**src/design/mmas_pkg.sv**
```systemverilog
// Package for the multichannel moving average scaler.
// Holds widths, channel indexes, scaling constants and shared types.
// No dependencies.
`default_nettype none

package mmas_pkg;

    // Frame layout
    localparam int CHANNELS = 9;
    localparam int SAMPLE_W = 12;
    localparam int WINDOW   = 10;   // samples kept per channel, 2..32

    localparam int CH_POWER    = 0;
    localparam int CH_AUX_A    = 1;
    localparam int CH_AUX_B    = 2;
    localparam int CH_PITCH    = 3;
    localparam int CH_YAW      = 4;
    localparam int CH_THROTTLE = 5;
    localparam int CH_AUX_C    = 6;
    localparam int CH_AUX_D    = 7;
    localparam int CH_ROLL     = 8;

    // Running sum holds up to WINDOW full-scale samples
    localparam int SAMPLE_MAX = (1 << SAMPLE_W) - 1;
    localparam int SUM_W      = $clog2(WINDOW * SAMPLE_MAX + 1);

    // Mean = sum / WINDOW as an exact reciprocal multiply:
    // m = ceil(2^(N+l) / d), l >= log2(d), exact for all n < 2^N
    localparam int MEAN_SH    = SUM_W + $clog2(WINDOW);
    localparam int MEAN_MUL_W = SUM_W + 1;
    localparam int MEAN_PROD_W = SUM_W + MEAN_MUL_W;
    localparam longint unsigned MEAN_MUL_FULL =
        ((64'd1 << MEAN_SH) + 64'(WINDOW) - 64'd1) / 64'(WINDOW);
    localparam logic [MEAN_MUL_W-1:0] MEAN_MUL = MEAN_MUL_W'(MEAN_MUL_FULL);

    // Scale factors, reduced: 3535/1405 = 707/281, 1000/4090 = 100/409
    localparam int SCALE_K_W  = 10;
    localparam logic [SCALE_K_W-1:0] POWER_NUM = SCALE_K_W'(707);
    localparam logic [SCALE_K_W-1:0] AUX_NUM   = SCALE_K_W'(100);
    localparam int POWER_DEN = 281;
    localparam int AUX_DEN   = 409;

    localparam int NUM_W     = SAMPLE_W + SCALE_K_W;
    localparam int DEN_L     = 9;   // covers both denominators
    localparam int SCALE_SH  = NUM_W + DEN_L;
    localparam int RECIP_W   = NUM_W + 1;
    localparam int SCALE_PROD_W = NUM_W + RECIP_W;
    localparam longint unsigned POWER_MUL_FULL =
        ((64'd1 << SCALE_SH) + 64'(POWER_DEN) - 64'd1) / 64'(POWER_DEN);
    localparam longint unsigned AUX_MUL_FULL =
        ((64'd1 << SCALE_SH) + 64'(AUX_DEN) - 64'd1) / 64'(AUX_DEN);
    localparam logic [RECIP_W-1:0] POWER_MUL = RECIP_W'(POWER_MUL_FULL);
    localparam logic [RECIP_W-1:0] AUX_MUL   = RECIP_W'(AUX_MUL_FULL);

    // Result widths
    localparam int VALUE_W = 14;
    localparam int AUX_W   = 10;
    localparam int STICK_W = 11;
    localparam logic [VALUE_W-1:0] STICK_BASE = VALUE_W'(1000);

    typedef logic [SAMPLE_W-1:0] sample_t;
    typedef sample_t [CHANNELS-1:0] frame_t;
    typedef logic [VALUE_W-1:0] value_t;

    // Stage load strobes shared by all lanes
    typedef struct packed {
        logic ld_sum;
        logic ld_mean;
        logic ld_num;
        logic ld_out;
    } adv_t;

    // Scaling flavor of one lane
    typedef struct packed {
        logic is_power;
        logic is_stick;
    } lane_kind_t;

    function automatic lane_kind_t lane_kind(input int ch);
        lane_kind_t k;
        k.is_power = (ch == CH_POWER);
        k.is_stick = (ch == CH_PITCH) || (ch == CH_YAW) ||
                     (ch == CH_THROTTLE) || (ch == CH_ROLL);
        return k;
    endfunction

endpackage

`default_nettype wire

```
**src/design/mmas_cell.sv**
```systemverilog
// One window cell: holds one frame of samples and passes it on to the
// next cell whenever a new frame enters the chain. Depends on mmas_pkg.
`default_nettype none

module mmas_cell
    import mmas_pkg::*;
(
    input  wire logic   clk,
    input  wire logic   rst_n,
    input  wire logic   shift,
    input  wire frame_t din,
    output frame_t      dout
);

    frame_t frame_reg;

    // window starts out all zero
    always_ff @(posedge clk or negedge rst_n)
    begin
        if (!rst_n)
        begin
            frame_reg <= '0;
        end
        else if (shift)
        begin
            frame_reg <= din;
        end
    end

    assign dout = frame_reg;

endmodule

`default_nettype wire

```
**config.mk**
```make
export PLATFORM = sky130hd
export DESIGN_NAME = mmas_cell
export DESIGN_NICKNAME = d
export VERILOG_FILES = /design/src/design/mmas_pkg.sv /design/src/design/mmas_cell.sv
export SDC_FILE = /design/constraint.sdc
export NUM_CORES = 1
export LEC_CHECK = 0
export BUFFER_PORTS_ARGS = -buffer_cell sky130_fd_sc_hd__buf_4
export CAP_MARGIN = 15
export CELL_PAD_IN_SITES_DETAIL_PLACEMENT = 0
export CELL_PAD_IN_SITES_GLOBAL_PLACEMENT = 1
export CORE_MARGIN = 3
export CORE_UTILIZATION = 38
export DETAILED_ROUTE_END_ITERATION = 12
export GPL_ROUTABILITY_DRIVEN = 1
export PLACE_DENSITY_LB_ADDON = 0.1
export SETUP_SLACK_MARGIN = 0.05
export SYNTH_ARGS = -nofsm -noshare
export SYNTH_HDL_FRONTEND = slang
export SYNTH_SLANG_ARGS = --single-unit
```
**constraint.sdc**
```tcl
create_clock -name clk -period 1.1 [get_ports clk]
set_input_delay 0.22 -clock clk [delete_from_list [all_inputs] [get_ports clk]]
set_output_delay 0.22 -clock clk [all_outputs]
set_load 0.005 [all_outputs]
```
; ---- Word level (Yosys, flattened, before mapping)
; Index checks and enable logic that the tools add are counted.
[word_totals]
reg_bits = 108
inputBits = 111
elab_cells = 9

; ---- Longest topological paths before layout
[logic_depth]
word_depth = 0
ltp_mapped = 4
ltp_nobuf = 1

; ---- Worst setup path after synthesis
; No wires, ideal clock.
[synth_path]
path_type = in2reg
startpoint = input shift
endpoint = register frame_reg, in the netlist dout[100]
setup_time_ns = 0.125
arrival_time_ns = 0.906
required_ns = 0.975
slack_ns = 0.069
stages = 4
path_buffers = 3
cell_sequence = buf_6 -> buf_6 -> buf_6 -> mux2_4
[synth_lines]
columns = element, line
row1 = from (decl), mmas_cell.sv:10  ; input wire logic shift,
row2 = to (signal assigned), mmas_cell.sv:26  ; frame_reg <= din;
row3 = to (decl), mmas_cell.sv:15  ; frame_t frame_reg;
; No word-level cell between the ends.

; ---- Worst setup path in the final report
[layout_path]
startpoint = register frame_reg, in the netlist dout[70]
endpoint = output dout[70] (netlist name)
[layout_lines]
columns = element, line
row1 = to (decl), mmas_cell.sv:12  ; output frame_t dout
; No word-level cell between the ends.

==> impl_metrics.ini <==
[status]
status = complete, but fails checks
violations = negative setup slack

[timing]
fin_ws_ps = -4.731
drv_slew = 0
setup_viol = 2
fin_skew_ps = 0
hold_ws_ps = 95.36
post-route-min-period_ps = 1105
timing.final.crit_share_pct = 100.4
worst_pin_slew_ps = 307.9
fmax_mhz = 905.2
grt_setup_unrepaired = true
slew_headroom_pct = 79.47
hold_violations = 0

[place]
dp.cells = 578
place_area_mm2 = 0.005911
port_buffers = 218
hpwlAfterDp_um = 7385
globalplace.congestion = 0.7327

[worst_setup_path]
cp-startpoint = dout[70]
crit_slowest_cell = dfrtp_1
cp-end-kind = output port
required_ps = 880
rr_startpoint = dout[79]
path_buf_inv = 1
slowest_delay_ps = 420
worstSetupPathType = reg -> out
timing.critical_path.from_type = register
crit_arrival_ps = 880
cp_max_fo = 2
cp_cell_sequence = buf_6
cp_top_family = flip-flops

[synth]
synth_top_area_share_pct = 66.26
synthTopCellsByCount = dfrtp_1 (108), mux2_2 (88), mux2_4 (20)
syn_area_mm2 = 0.004079
ys_seq_area_share_pct = 66.26
ys_ff_latch = 108
syn_inst = 228
synth_ff_type = dfrtp_1
syn_avg_cell_area_um2 = 17.89
ys_warn_count = 0
synth_edf_count = 0
ys_top_cells_by_area = dfrtp_1 (66%), mux2_2 (24%), mux2_4 (7.4%)
synth_nets = 339
yosysMostFrequentCell = dfrtp_1
yosys.area.top_type = dfrtp_1
yosysUniqueCellTypes = 5
async_flop_share_pct = 100.0

[grt]
grt.total_usage_pct = 16.39
overflow = 0
grt_max_degree = 37
antenna_found_initial = 0
grt_pass1_vias = 3030
grt_pass1_wl_um = 15020

[power]
p_per_area_mw_per_mm2 = 1343
p_leak_nw = 3.233
vdd_ir_drop_max_uv = 754.9

[clock_tree]
cts_max_level = 3
clock_latency_ps = 340
cts-buffers-inserted = 9
cts_tree = yes
clk_pin_slew_worst_paths_ps = 100
clockBufferDepth = 2
root_buffer = clkbuf_8
cts.sinks = 108

[routing]
drc = 0
wl_per_cell_um = 16.08
vias = 2828
drtIter0Drc = 53
firstDrtPassIters = 4
routed_wl_um = 10000
ant_nets = 0
post_drt_via_cell_ratio = 4.547

[cells_and_area]
regArea_mm2 = 0.002703
final_cell_count_no_fill = 622
fin_nets = 592
multiInputGateArea_mm2 = 0.001291
drive_gt1_share_pct = 76.95
final_util_pct = 64.74
insertedDiodeCount = 0
fin_area_mm2 = 0.006714
fill_cells = 785
largest_reg_flops = 108
syn_to_final_growth_pct = 64.60

[floorplanning]
start_util_pct = 39.33
core_mm2 = 0.01037
core.rowCount = 37
die_area_mm2 = 0.01201
die_width_um = 109.6
die_y_um = 109.6
ioPinCount = 219

[worst_hold_path]
min_from = din[94]
holdCritPathClass = in -> reg

[run]
maxCapViolations = 0
## placed cells by master (no fill, tap or decap)
| master | instances |
|---|---|
| dfrtp_1 | 108 |
| clkbuf_8 | 9 |
| buf_6 | 108 |
| clkbuf_1 | 3 |
| mux2_2 | 88 |
| mux2_4 | 20 |
| buf_4 | 141 |
| buf_12 | 4 |
| bufinv_16 | 1 |
| clkinv_2 | 1 |
| clkinvlp_4 | 2 |
| dlygate4sd3_1 | 1 |
## layout make-up
| type | instances | share of cell area, % |
|---|---|---|
| Clock buffer | 12 | 2.013 |
| Clock inverter | 4 | 0.7454 |
| Timing Repair Buffer | 254 | 35.22 |
| Sequential cell | 108 | 40.25 |
| Multi-Input combinational cell | 108 | 19.23 |
| Tap cell | 136 | 2.534 |
## metrics by stage
stage          total power, W  TNS (ps)  setup slack, ps
2_1_floorplan        0.005211         0            69.38
3_3_place_gp         0.006320     -1274           -35.12
3_5_place_dp         0.006357     -1965           -63.97
4_1_cts              0.009102     -1013           -24.89
5_1_grt              0.009506     -3414           -52.02
6_report             0.009020    -8.947           -4.731
## path summary, 6_finish.rpt
check | end | slack, ps | depth (start not counted)
worst max-delay path | dout[70] | -5 | 1
worst min-delay path | dout[94] | 100 | 2
worst max register to register | dout[79] | 80 | 3
worst min register to register | dout[53] | 530 | 1
max in group asynchronous | dout[69] | 330 | 3
min in group asynchronous | dout[21] | 230 | 2
## per-layer routing
| metal | vias up | share of wire [%] | global-route usage (%) |
|---|---|---|---|
| met2 | 130 | 51 | 27.24 |
| li1 | 1303 | - | - |
| met3 | 12 | 11 | 6.459 |
| met5 | - | 0 | 0 |
| met1 | 1383 | 37 | 19.34 |
| met4 | 0 | 1.5 | 5.699 |
## logic make-up after synthesis
| group | synth area share (%) |
|---|---|
| multiplexers | 31.66 |
| flip-flops | 66.26 |
| buffers and inverters | 2.086 |
## power breakdown
group	internal (W)	leakage [nW]	total, W	switching [W]
Sequential	0.00437	1.26	0.00465	0.000278
Clock	0.00106	0.0866	0.00231	0.00126
Combinational	0.00149	1.88	0.00206	0.000574
Total	0.00691	3.23	0.00902	0.00211
## what timing repair did
item | CTS | global route
hold endpoints to repair | 108 | 0
gates resized for setup | 108 | 0
hold buffers | 1 | 0
setup buffers | 16 | 11
endpoints found under the setup margin | 108 | 108
Power figures use the tool's default switching activity.
