$ cat src/design/mmas_pkg.sv
// Package for the multichannel moving average scaler.
// Holds widths, channel indexes, scaling constants and shared types.
// No dependencies.
`default_nettype none

package mmas_pkg;

    // Frame layout
    localparam int CHANNELS = 9;
    localparam int SAMPLE_W = 12;
    localparam int WINDOW   = 10;   // samples kept per channel, 2..32

    localparam int CH_POWER    = 0;
    localparam int CH_AUX_A    = 1;
    localparam int CH_AUX_B    = 2;
    localparam int CH_PITCH    = 3;
    localparam int CH_YAW      = 4;
    localparam int CH_THROTTLE = 5;
    localparam int CH_AUX_C    = 6;
    localparam int CH_AUX_D    = 7;
    localparam int CH_ROLL     = 8;

    // Running sum holds up to WINDOW full-scale samples
    localparam int SAMPLE_MAX = (1 << SAMPLE_W) - 1;
    localparam int SUM_W      = $clog2(WINDOW * SAMPLE_MAX + 1);

    // Mean = sum / WINDOW as an exact reciprocal multiply:
    // m = ceil(2^(N+l) / d), l >= log2(d), exact for all n < 2^N
    localparam int MEAN_SH    = SUM_W + $clog2(WINDOW);
    localparam int MEAN_MUL_W = SUM_W + 1;
    localparam int MEAN_PROD_W = SUM_W + MEAN_MUL_W;
    localparam longint unsigned MEAN_MUL_FULL =
        ((64'd1 << MEAN_SH) + 64'(WINDOW) - 64'd1) / 64'(WINDOW);
    localparam logic [MEAN_MUL_W-1:0] MEAN_MUL = MEAN_MUL_W'(MEAN_MUL_FULL);

    // Scale factors, reduced: 3535/1405 = 707/281, 1000/4090 = 100/409
    localparam int SCALE_K_W  = 10;
    localparam logic [SCALE_K_W-1:0] POWER_NUM = SCALE_K_W'(707);
    localparam logic [SCALE_K_W-1:0] AUX_NUM   = SCALE_K_W'(100);
    localparam int POWER_DEN = 281;
    localparam int AUX_DEN   = 409;

    localparam int NUM_W     = SAMPLE_W + SCALE_K_W;
    localparam int DEN_L     = 9;   // covers both denominators
    localparam int SCALE_SH  = NUM_W + DEN_L;
    localparam int RECIP_W   = NUM_W + 1;
    localparam int SCALE_PROD_W = NUM_W + RECIP_W;
    localparam longint unsigned POWER_MUL_FULL =
        ((64'd1 << SCALE_SH) + 64'(POWER_DEN) - 64'd1) / 64'(POWER_DEN);
    localparam longint unsigned AUX_MUL_FULL =
        ((64'd1 << SCALE_SH) + 64'(AUX_DEN) - 64'd1) / 64'(AUX_DEN);
    localparam logic [RECIP_W-1:0] POWER_MUL = RECIP_W'(POWER_MUL_FULL);
    localparam logic [RECIP_W-1:0] AUX_MUL   = RECIP_W'(AUX_MUL_FULL);

    // Result widths
    localparam int VALUE_W = 14;
    localparam int AUX_W   = 10;
    localparam int STICK_W = 11;
    localparam logic [VALUE_W-1:0] STICK_BASE = VALUE_W'(1000);

    typedef logic [SAMPLE_W-1:0] sample_t;
    typedef sample_t [CHANNELS-1:0] frame_t;
    typedef logic [VALUE_W-1:0] value_t;

    // Stage load strobes shared by all lanes
    typedef struct packed {
        logic ld_sum;
        logic ld_mean;
        logic ld_num;
        logic ld_out;
    } adv_t;

    // Scaling flavor of one lane
    typedef struct packed {
        logic is_power;
        logic is_stick;
    } lane_kind_t;

    function automatic lane_kind_t lane_kind(input int ch);
        lane_kind_t k;
        k.is_power = (ch == CH_POWER);
        k.is_stick = (ch == CH_PITCH) || (ch == CH_YAW) ||
                     (ch == CH_THROTTLE) || (ch == CH_ROLL);
        return k;
    endfunction

endpackage

`default_nettype wire

$ cat src/design/mmas_lane.sv
// One channel's arithmetic: running sum, window mean, scale and offset.
// Stages advance on the strobes in adv_t. Depends on mmas_pkg.
`default_nettype none

module mmas_lane
    import mmas_pkg::*;
(
    input  wire logic       clk,
    input  wire logic       rst_n,
    input  wire adv_t       adv,
    input  wire lane_kind_t kind,
    input  wire sample_t    sample,
    input  wire sample_t    oldest,
    output value_t          value
);

    logic [SUM_W-1:0]        sum_reg;
    logic [SUM_W-1:0]        sum_next;
    logic [MEAN_PROD_W-1:0]  mean_prod;
    sample_t                 mean_reg;
    sample_t                 mean_next;
    logic [NUM_W-1:0]        num_reg;
    logic [NUM_W-1:0]        num_next;
    logic [SCALE_PROD_W-1:0] scale_prod;
    value_t                  value_reg;
    value_t                  value_next;

    // running sum: new sample in, oldest out (never goes negative)
    assign sum_next = sum_reg - SUM_W'(oldest) + SUM_W'(sample);

    always_ff @(posedge clk or negedge rst_n)
    begin
        if (!rst_n)
        begin
            sum_reg <= '0;
        end
        else if (adv.ld_sum)
        begin
            sum_reg <= sum_next;
        end
    end

    // mean by reciprocal multiply, exact truncation
    assign mean_prod = MEAN_PROD_W'(sum_reg) * MEAN_PROD_W'(MEAN_MUL);
    assign mean_next = mean_prod[MEAN_SH +: SAMPLE_W];

    // numerator of the scale
    assign num_next = NUM_W'(mean_reg) * NUM_W'(kind.is_power ? POWER_NUM : AUX_NUM);

    // quotient by reciprocal multiply, stick channels get the base offset
    assign scale_prod = SCALE_PROD_W'(num_reg) *
                        SCALE_PROD_W'(kind.is_power ? POWER_MUL : AUX_MUL);
    assign value_next = scale_prod[SCALE_SH +: VALUE_W] +
                        (kind.is_stick ? STICK_BASE : '0);

    // payload stages
    always_ff @(posedge clk)
    begin
        if (adv.ld_mean)
        begin
            mean_reg <= mean_next;
        end
        if (adv.ld_num)
        begin
            num_reg <= num_next;
        end
        if (adv.ld_out)
        begin
            value_reg <= value_next;
        end
    end

    assign value = value_reg;

endmodule

`default_nettype wire

$ cat config.mk
export PLATFORM = sky130hd
export DESIGN_NAME = mmas_lane
export DESIGN_NICKNAME = d
export VERILOG_FILES = /design/src/design/mmas_pkg.sv /design/src/design/mmas_lane.sv
export SDC_FILE = /design/constraint.sdc
export NUM_CORES = 1
export LEC_CHECK = 0
export BUFFER_PORTS_ARGS = -buffer_cell sky130_fd_sc_hd__buf_2
export CAP_MARGIN = 20
export CORE_MARGIN = 3
export CORE_UTILIZATION = 50
export DETAILED_ROUTE_END_ITERATION = 8
export PLACE_DENSITY = 0.69
export SETUP_SLACK_MARGIN = 0.02
export SYNTH_ARGS = -nofsm -noshare
export SYNTH_HDL_FRONTEND = slang
export SYNTH_SLANG_ARGS = --single-unit
$ cat constraint.sdc
create_clock -name clk -period 10.3 [get_ports clk]
set_input_delay 0 -clock clk [delete_from_list [all_inputs] [get_ports clk]]
set_output_delay 0 -clock clk [all_outputs]
set_load 0.02 [all_outputs]
== Word-level counts from Yosys, hierarchy flattened ==
Index checks and enable logic that the tools add are counted.

* Output and inout bits: 14
* Flip-flop bits (word level): 64

* Multiplexer cells: 3
* Add/sub/neg operators: 3
* Multiply operators: 3

{| class="wikitable"
|+ Operator list
! operator !! count
|-
| $mul 22x23->45 || 1
|-
| $mul 16x16->31 const B || 1
|-
| $mul 12x10->22 || 1
|-
| $mux 22 || 1
|-
| $mux 10 || 2
|-
| $add 16x12->16 || 1
|-
| $sub 16x12->16 || 1
|-
| $add 14x10->14 || 1
|}

== Logic depth before layout (Yosys ltp) ==
* Word-level depth: 3
* Gate-level depth with buffers: 41
* Mapped depth without buffers: 39

== Worst setup path before layout ==
OpenSTA, ideal clock, no wires.

* Path kind: flip-flop to flip-flop
* Start: register num_reg[17]
* End: register value_reg[13], in the netlist value[13] (data pin)
* Clock period less this slack: 8.630 ns
* Required time: 10.039 ns
* Cell stages (with the launch flop): 37
* Arrival time: 8.370 ns
* Setup slack: 1.670 ns
* Buffers on the path: 2
* Cell sequence: edfxtp_1 -> clkbuf_1 -> nor2b_1 -> or2_2 -> ha_1 -> clkbuf_1 -> fa_1 -> inv_1 -> fa_1 -> inv_1 -> fa_1 -> fa_1 -> fa_1 -> inv_1 -> fa_1 -> inv_1 -> ha_1 -> nand4_1 -> or3_1 -> a2111oi_2 -> nor3_4 -> o211ai_1 -> a21oi_1 -> nor2b_1 -> nor2_1 -> xnor2_1 -> ha_1 -> inv_1 -> o21bai_1 -> a21o_1 -> a21oi_1 -> and2b_1 -> mux2i_2 -> nor2_1 -> maj3_2 -> a211oi_2 -> xnor2_1

* Longest elaborated chain between the ends: 2

{| class="wikitable"
|+ Ends and longest elaborated chain
! element !! RTL line !! source
|-
| from (decl) || mmas_lane.sv:22 || <nowiki>logic [NUM_W-1:0] num_reg;</nowiki>
|-
| from (signal assigned) || mmas_lane.sv:65 || <nowiki>num_reg <= num_next;</nowiki>
|-
| $mul 22x23->45 || mmas_lane.sv:51 || <nowiki>assign scale_prod = SCALE_PROD_W'(num_reg) *</nowiki>
|-
| $add 14x10->14 || mmas_lane.sv:53 || <nowiki>assign value_next = scale_prod[SCALE_SH +: VALUE_W] +</nowiki>
|-
| named net value_next[13] || mmas_lane.sv:26 || <nowiki>value_t value_next;</nowiki>
|-
| to (signal assigned) || mmas_lane.sv:69 || <nowiki>value_reg <= value_next;</nowiki>
|-
| to (decl) || mmas_lane.sv:25 || <nowiki>value_t value_reg;</nowiki>
|}

The timed path passes the listed nets, and every way through them passes these cells.
A chain may end at the register's enable or synchronous reset.

== Worst setup path in the final report ==
* Start: register num_reg[8]
* End: register value_reg[13], in the netlist value[13] (data pin)

Same word-level chain as after synthesis.

==> results.txt <==
DRT Pass-1 Iters -> 5
commonest non-fill, non-tap cells in the layout -> inv_1 (616), ha_1 (486), fa_1 (373), nand2_1 (74), nor2_1 (62)
reg2reg end -> value[13]$_DFFE_PP_
sequential cell area -> 0.001842 mm^2
RSZ-0062 raised after global routing -> false
relative slew slack -> 54.68%
Worst EP arrival -> 9.53 ns
slowest stage delay, CP -> 0.64 ns
most used cell along the critical path -> inv_1
sequential area share after synthesis -> 8.665%
Worst-Margin Slew -> 0.6798 ns
final-report hold violation count -> 0
Hold Path Sink -> mean_reg[1]$_DFFE_PP_
most common cell after layout, fill and taps aside -> inv_1
antenna violations before repair -> 0
clock-pin slew on the worst setup and hold paths -> 0.06 ns
CP Max Fanout -> 7
DIE HEIGHT -> 212.2 um
largest cells by area after synthesis -> fa_1 (35%), ha_1 (29%), inv_1 (11%), edfxtp_1 (6.8%), xnor2_1 (2.2%)
H-tree levels -> 3
initial drt markers -> 595
layout cells sized above 1 -> 4.226%
share of the synthesized area in the top cell type -> 35.13%
Critical Path End Type -> flop
nets -> 3063
detail-routed via count per cell -> 5.168
PortBufs -> 45
run status -> finished clean
GRT Total Usage -> 21.39%
CP startpoint kind -> flop
RD Place Congestion -> 0.9706
row count -> 74
core area -> 0.04139 mm^2
WL per Instance -> 16.75 um
FF-to-FF setup slack -> 0.88 ns
Worst EP required -> 10.41 ns
max FFs per register -> 22
hold depth -> 1
Clk Tree Root Cell -> clkbuf_16
first-pass GRT wire length -> 76020 um
cell taking the most area after synthesis -> fa_1
footprint of the multi-input gates -> 0.01705 mm^2
total I/O pin count -> 46
Layout Area Growth over Synthesis -> 5.587%
filler cell count -> 3679
Antenna Nets Post-Route -> 0
TritonCTS clock tree -> built
Cell variety after synth -> 61
setup TNS -> 0 ns
die area -> 0.04502 mm^2
WL final -> 45390 um
Post-synth top flop -> edfxtp_1
EDFF count, synth -> 48
fin. max-slew vios -> 0
clock skew -> 0.006302 ns
Synth async-reset ratio -> 25.00%
CP max-delay cell -> edfxtp_1
drt drc -> 0
Final HPWL DP -> 40950 um
CTS resizes -> 0
Hold Crit Class -> in2reg
post-CTS setup buffer count -> 0
Place WS -> 0.9121 ns
clock latency on the worst-skew pair -> 0.36 ns
fmax -> 0.1062 GHz
routed vias -> 14.00k
Critical R2R Launch -> num_reg[8]$_DFFE_PP_
vias in the first global route -> 15.35k
Antenna Cells -> 0
crit path time final -> 9.420 ns
gr ovfl total -> 0
hold_sp -> adv[2]
Yosys reg bits -> 64
final period utilization -> 91.45%
mapped cell area -> 0.02125 mm^2
Post-Syn Area per Cell -> 10.02 um^2
largest net degree at the start of global routing -> 38
hold_buf cts -> 2
maxcap violations -> 0
clk buf depth -> 2
YS warnings -> 0
Initial Utilization -> 51.35%
clock sinks -> 64
Cells after Synth -> 2122
DIE WIDTH -> 212.2 um
Reg2Reg Depth -> 35
Final setup viols -> 0
final worst setup slack -> 0.8804 ns
Setup CP Type -> reg2reg
TritonCTS Buffers -> 9
## layout make-up
type / instances / share of cell area [%]
repair buffers: 52 / 1.260
clock buffers: 9 / 1.004
multi-input cells: 1429 / 75.98
clock inverters: 7 / 0.2788
well taps: 532 / 2.966
inverters: 616 / 10.30
flip-flops and latches: 64 / 8.207
## synthesized netlist by cell type, types with 3 or more instances
| cell type | number |
|---|---|
| o21a_1 | 10 |
| a31oi_1 | 4 |
| a211oi_2 | 3 |
| o21ai_0 | 34 |
| a21boi_0 | 5 |
| nand3_1 | 19 |
| and2_1 | 26 |
| a21oi_1 | 50 |
| nand2b_1 | 20 |
| nand4_1 | 7 |
| inv_1 | 616 |
| nor2b_1 | 24 |
| clkbuf_1 | 28 |
| nor3_1 | 11 |
| and3_1 | 5 |
| o21bai_1 | 8 |
| ha_1 | 486 |
| mux2i_1 | 4 |
| nor2_1 | 62 |
| o41ai_1 | 3 |
| o2111ai_1 | 6 |
| or2_2 | 14 |
| dfrtp_1 | 16 |
| a211oi_1 | 9 |
| xor2_1 | 30 |
| nand2_1 | 74 |
| o211ai_1 | 5 |
| and4_1 | 3 |
| fa_1 | 373 |
| or3_1 | 6 |
| xnor2_1 | 53 |
| a21o_1 | 26 |
| edfxtp_1 | 48 |
## metal layers
| metal | GRT usage [%] | vias to the layer above | share of wire, % |
|---|---|---|---|
| met5 | 0 | - | 0 |
| met4 | 5.358 | 0 | 2.4 |
| met3 | 3.099 | 65 | 3.6 |
| met2 | 36.93 | 231 | 49 |
| met1 | 28.48 | 6995 | 45 |
| li1 | - | 6709 | - |
## stage by stage
stage,hold WS [ns],instances,utilization [%],cell area [um^2]
final,0.05166,2709,54.22,22440
after global routing,0.05459,2709,54.22,22440
after CTS,0.03788,2709,54.22,22440
after detailed placement,-0.07082,2691,53.48,22130
after global placement,-0.07291,2691,53.48,22130
after floorplan,-0.2956,2137,-,21310
## cells by family after synthesis
kind of cell               count (synthesis)  synth area share (%)
AOI/OAI and AO/OA                        182                 5.757
xor gates and xnor gates                  83                 3.420
muxes                                      5                0.2531
and+or+nand+nor                          282                 6.699
other                                      2               0.03533
DFF                                       64                 8.665
buffers and inverters                    644                 11.37
adders and majority gates                860                 63.80
## worst max-delay path by stage
| stage | startpoint | end | slack [ns] | cells past startpoint |
|---|---|---|---|---|
| after global routing | num_reg[8]$_DFFE_PP_ | value[13]$_DFFE_PP_ | 0.43 | 35 |
| after global placement | num_reg[8]$_DFFE_PP_ | value[13]$_DFFE_PP_ | 1.14 | 35 |
| final | num_reg[8]$_DFFE_PP_ | value[13]$_DFFE_PP_ | 0.88 | 35 |
| after floorplan | num_reg[17]$_DFFE_PP_ | value[13]$_DFFE_PP_ | 1.67 | 36 |
| after detailed placement | num_reg[8]$_DFFE_PP_ | value[13]$_DFFE_PP_ | 0.91 | 35 |
| after CTS | num_reg[8]$_DFFE_PP_ | value[13]$_DFFE_PP_ | 0.89 | 35 |
## critical path, delay by kind of cell, from the launching register on
family	cells	cell delay [ns]
AOI/OAI and AO/OA	7	1.48
and+or+nand+nor	9	1.64
xor gates and xnor gates	2	0.24
buffers and inverters	6	0.75
muxes	1	0.33
DFF	1	0.64
adders and majority gates	10	4.10
Power is left out: the tool's default activity adds up to more than one toggle a clock period on the data nets, which glitch-free logic cannot reach.
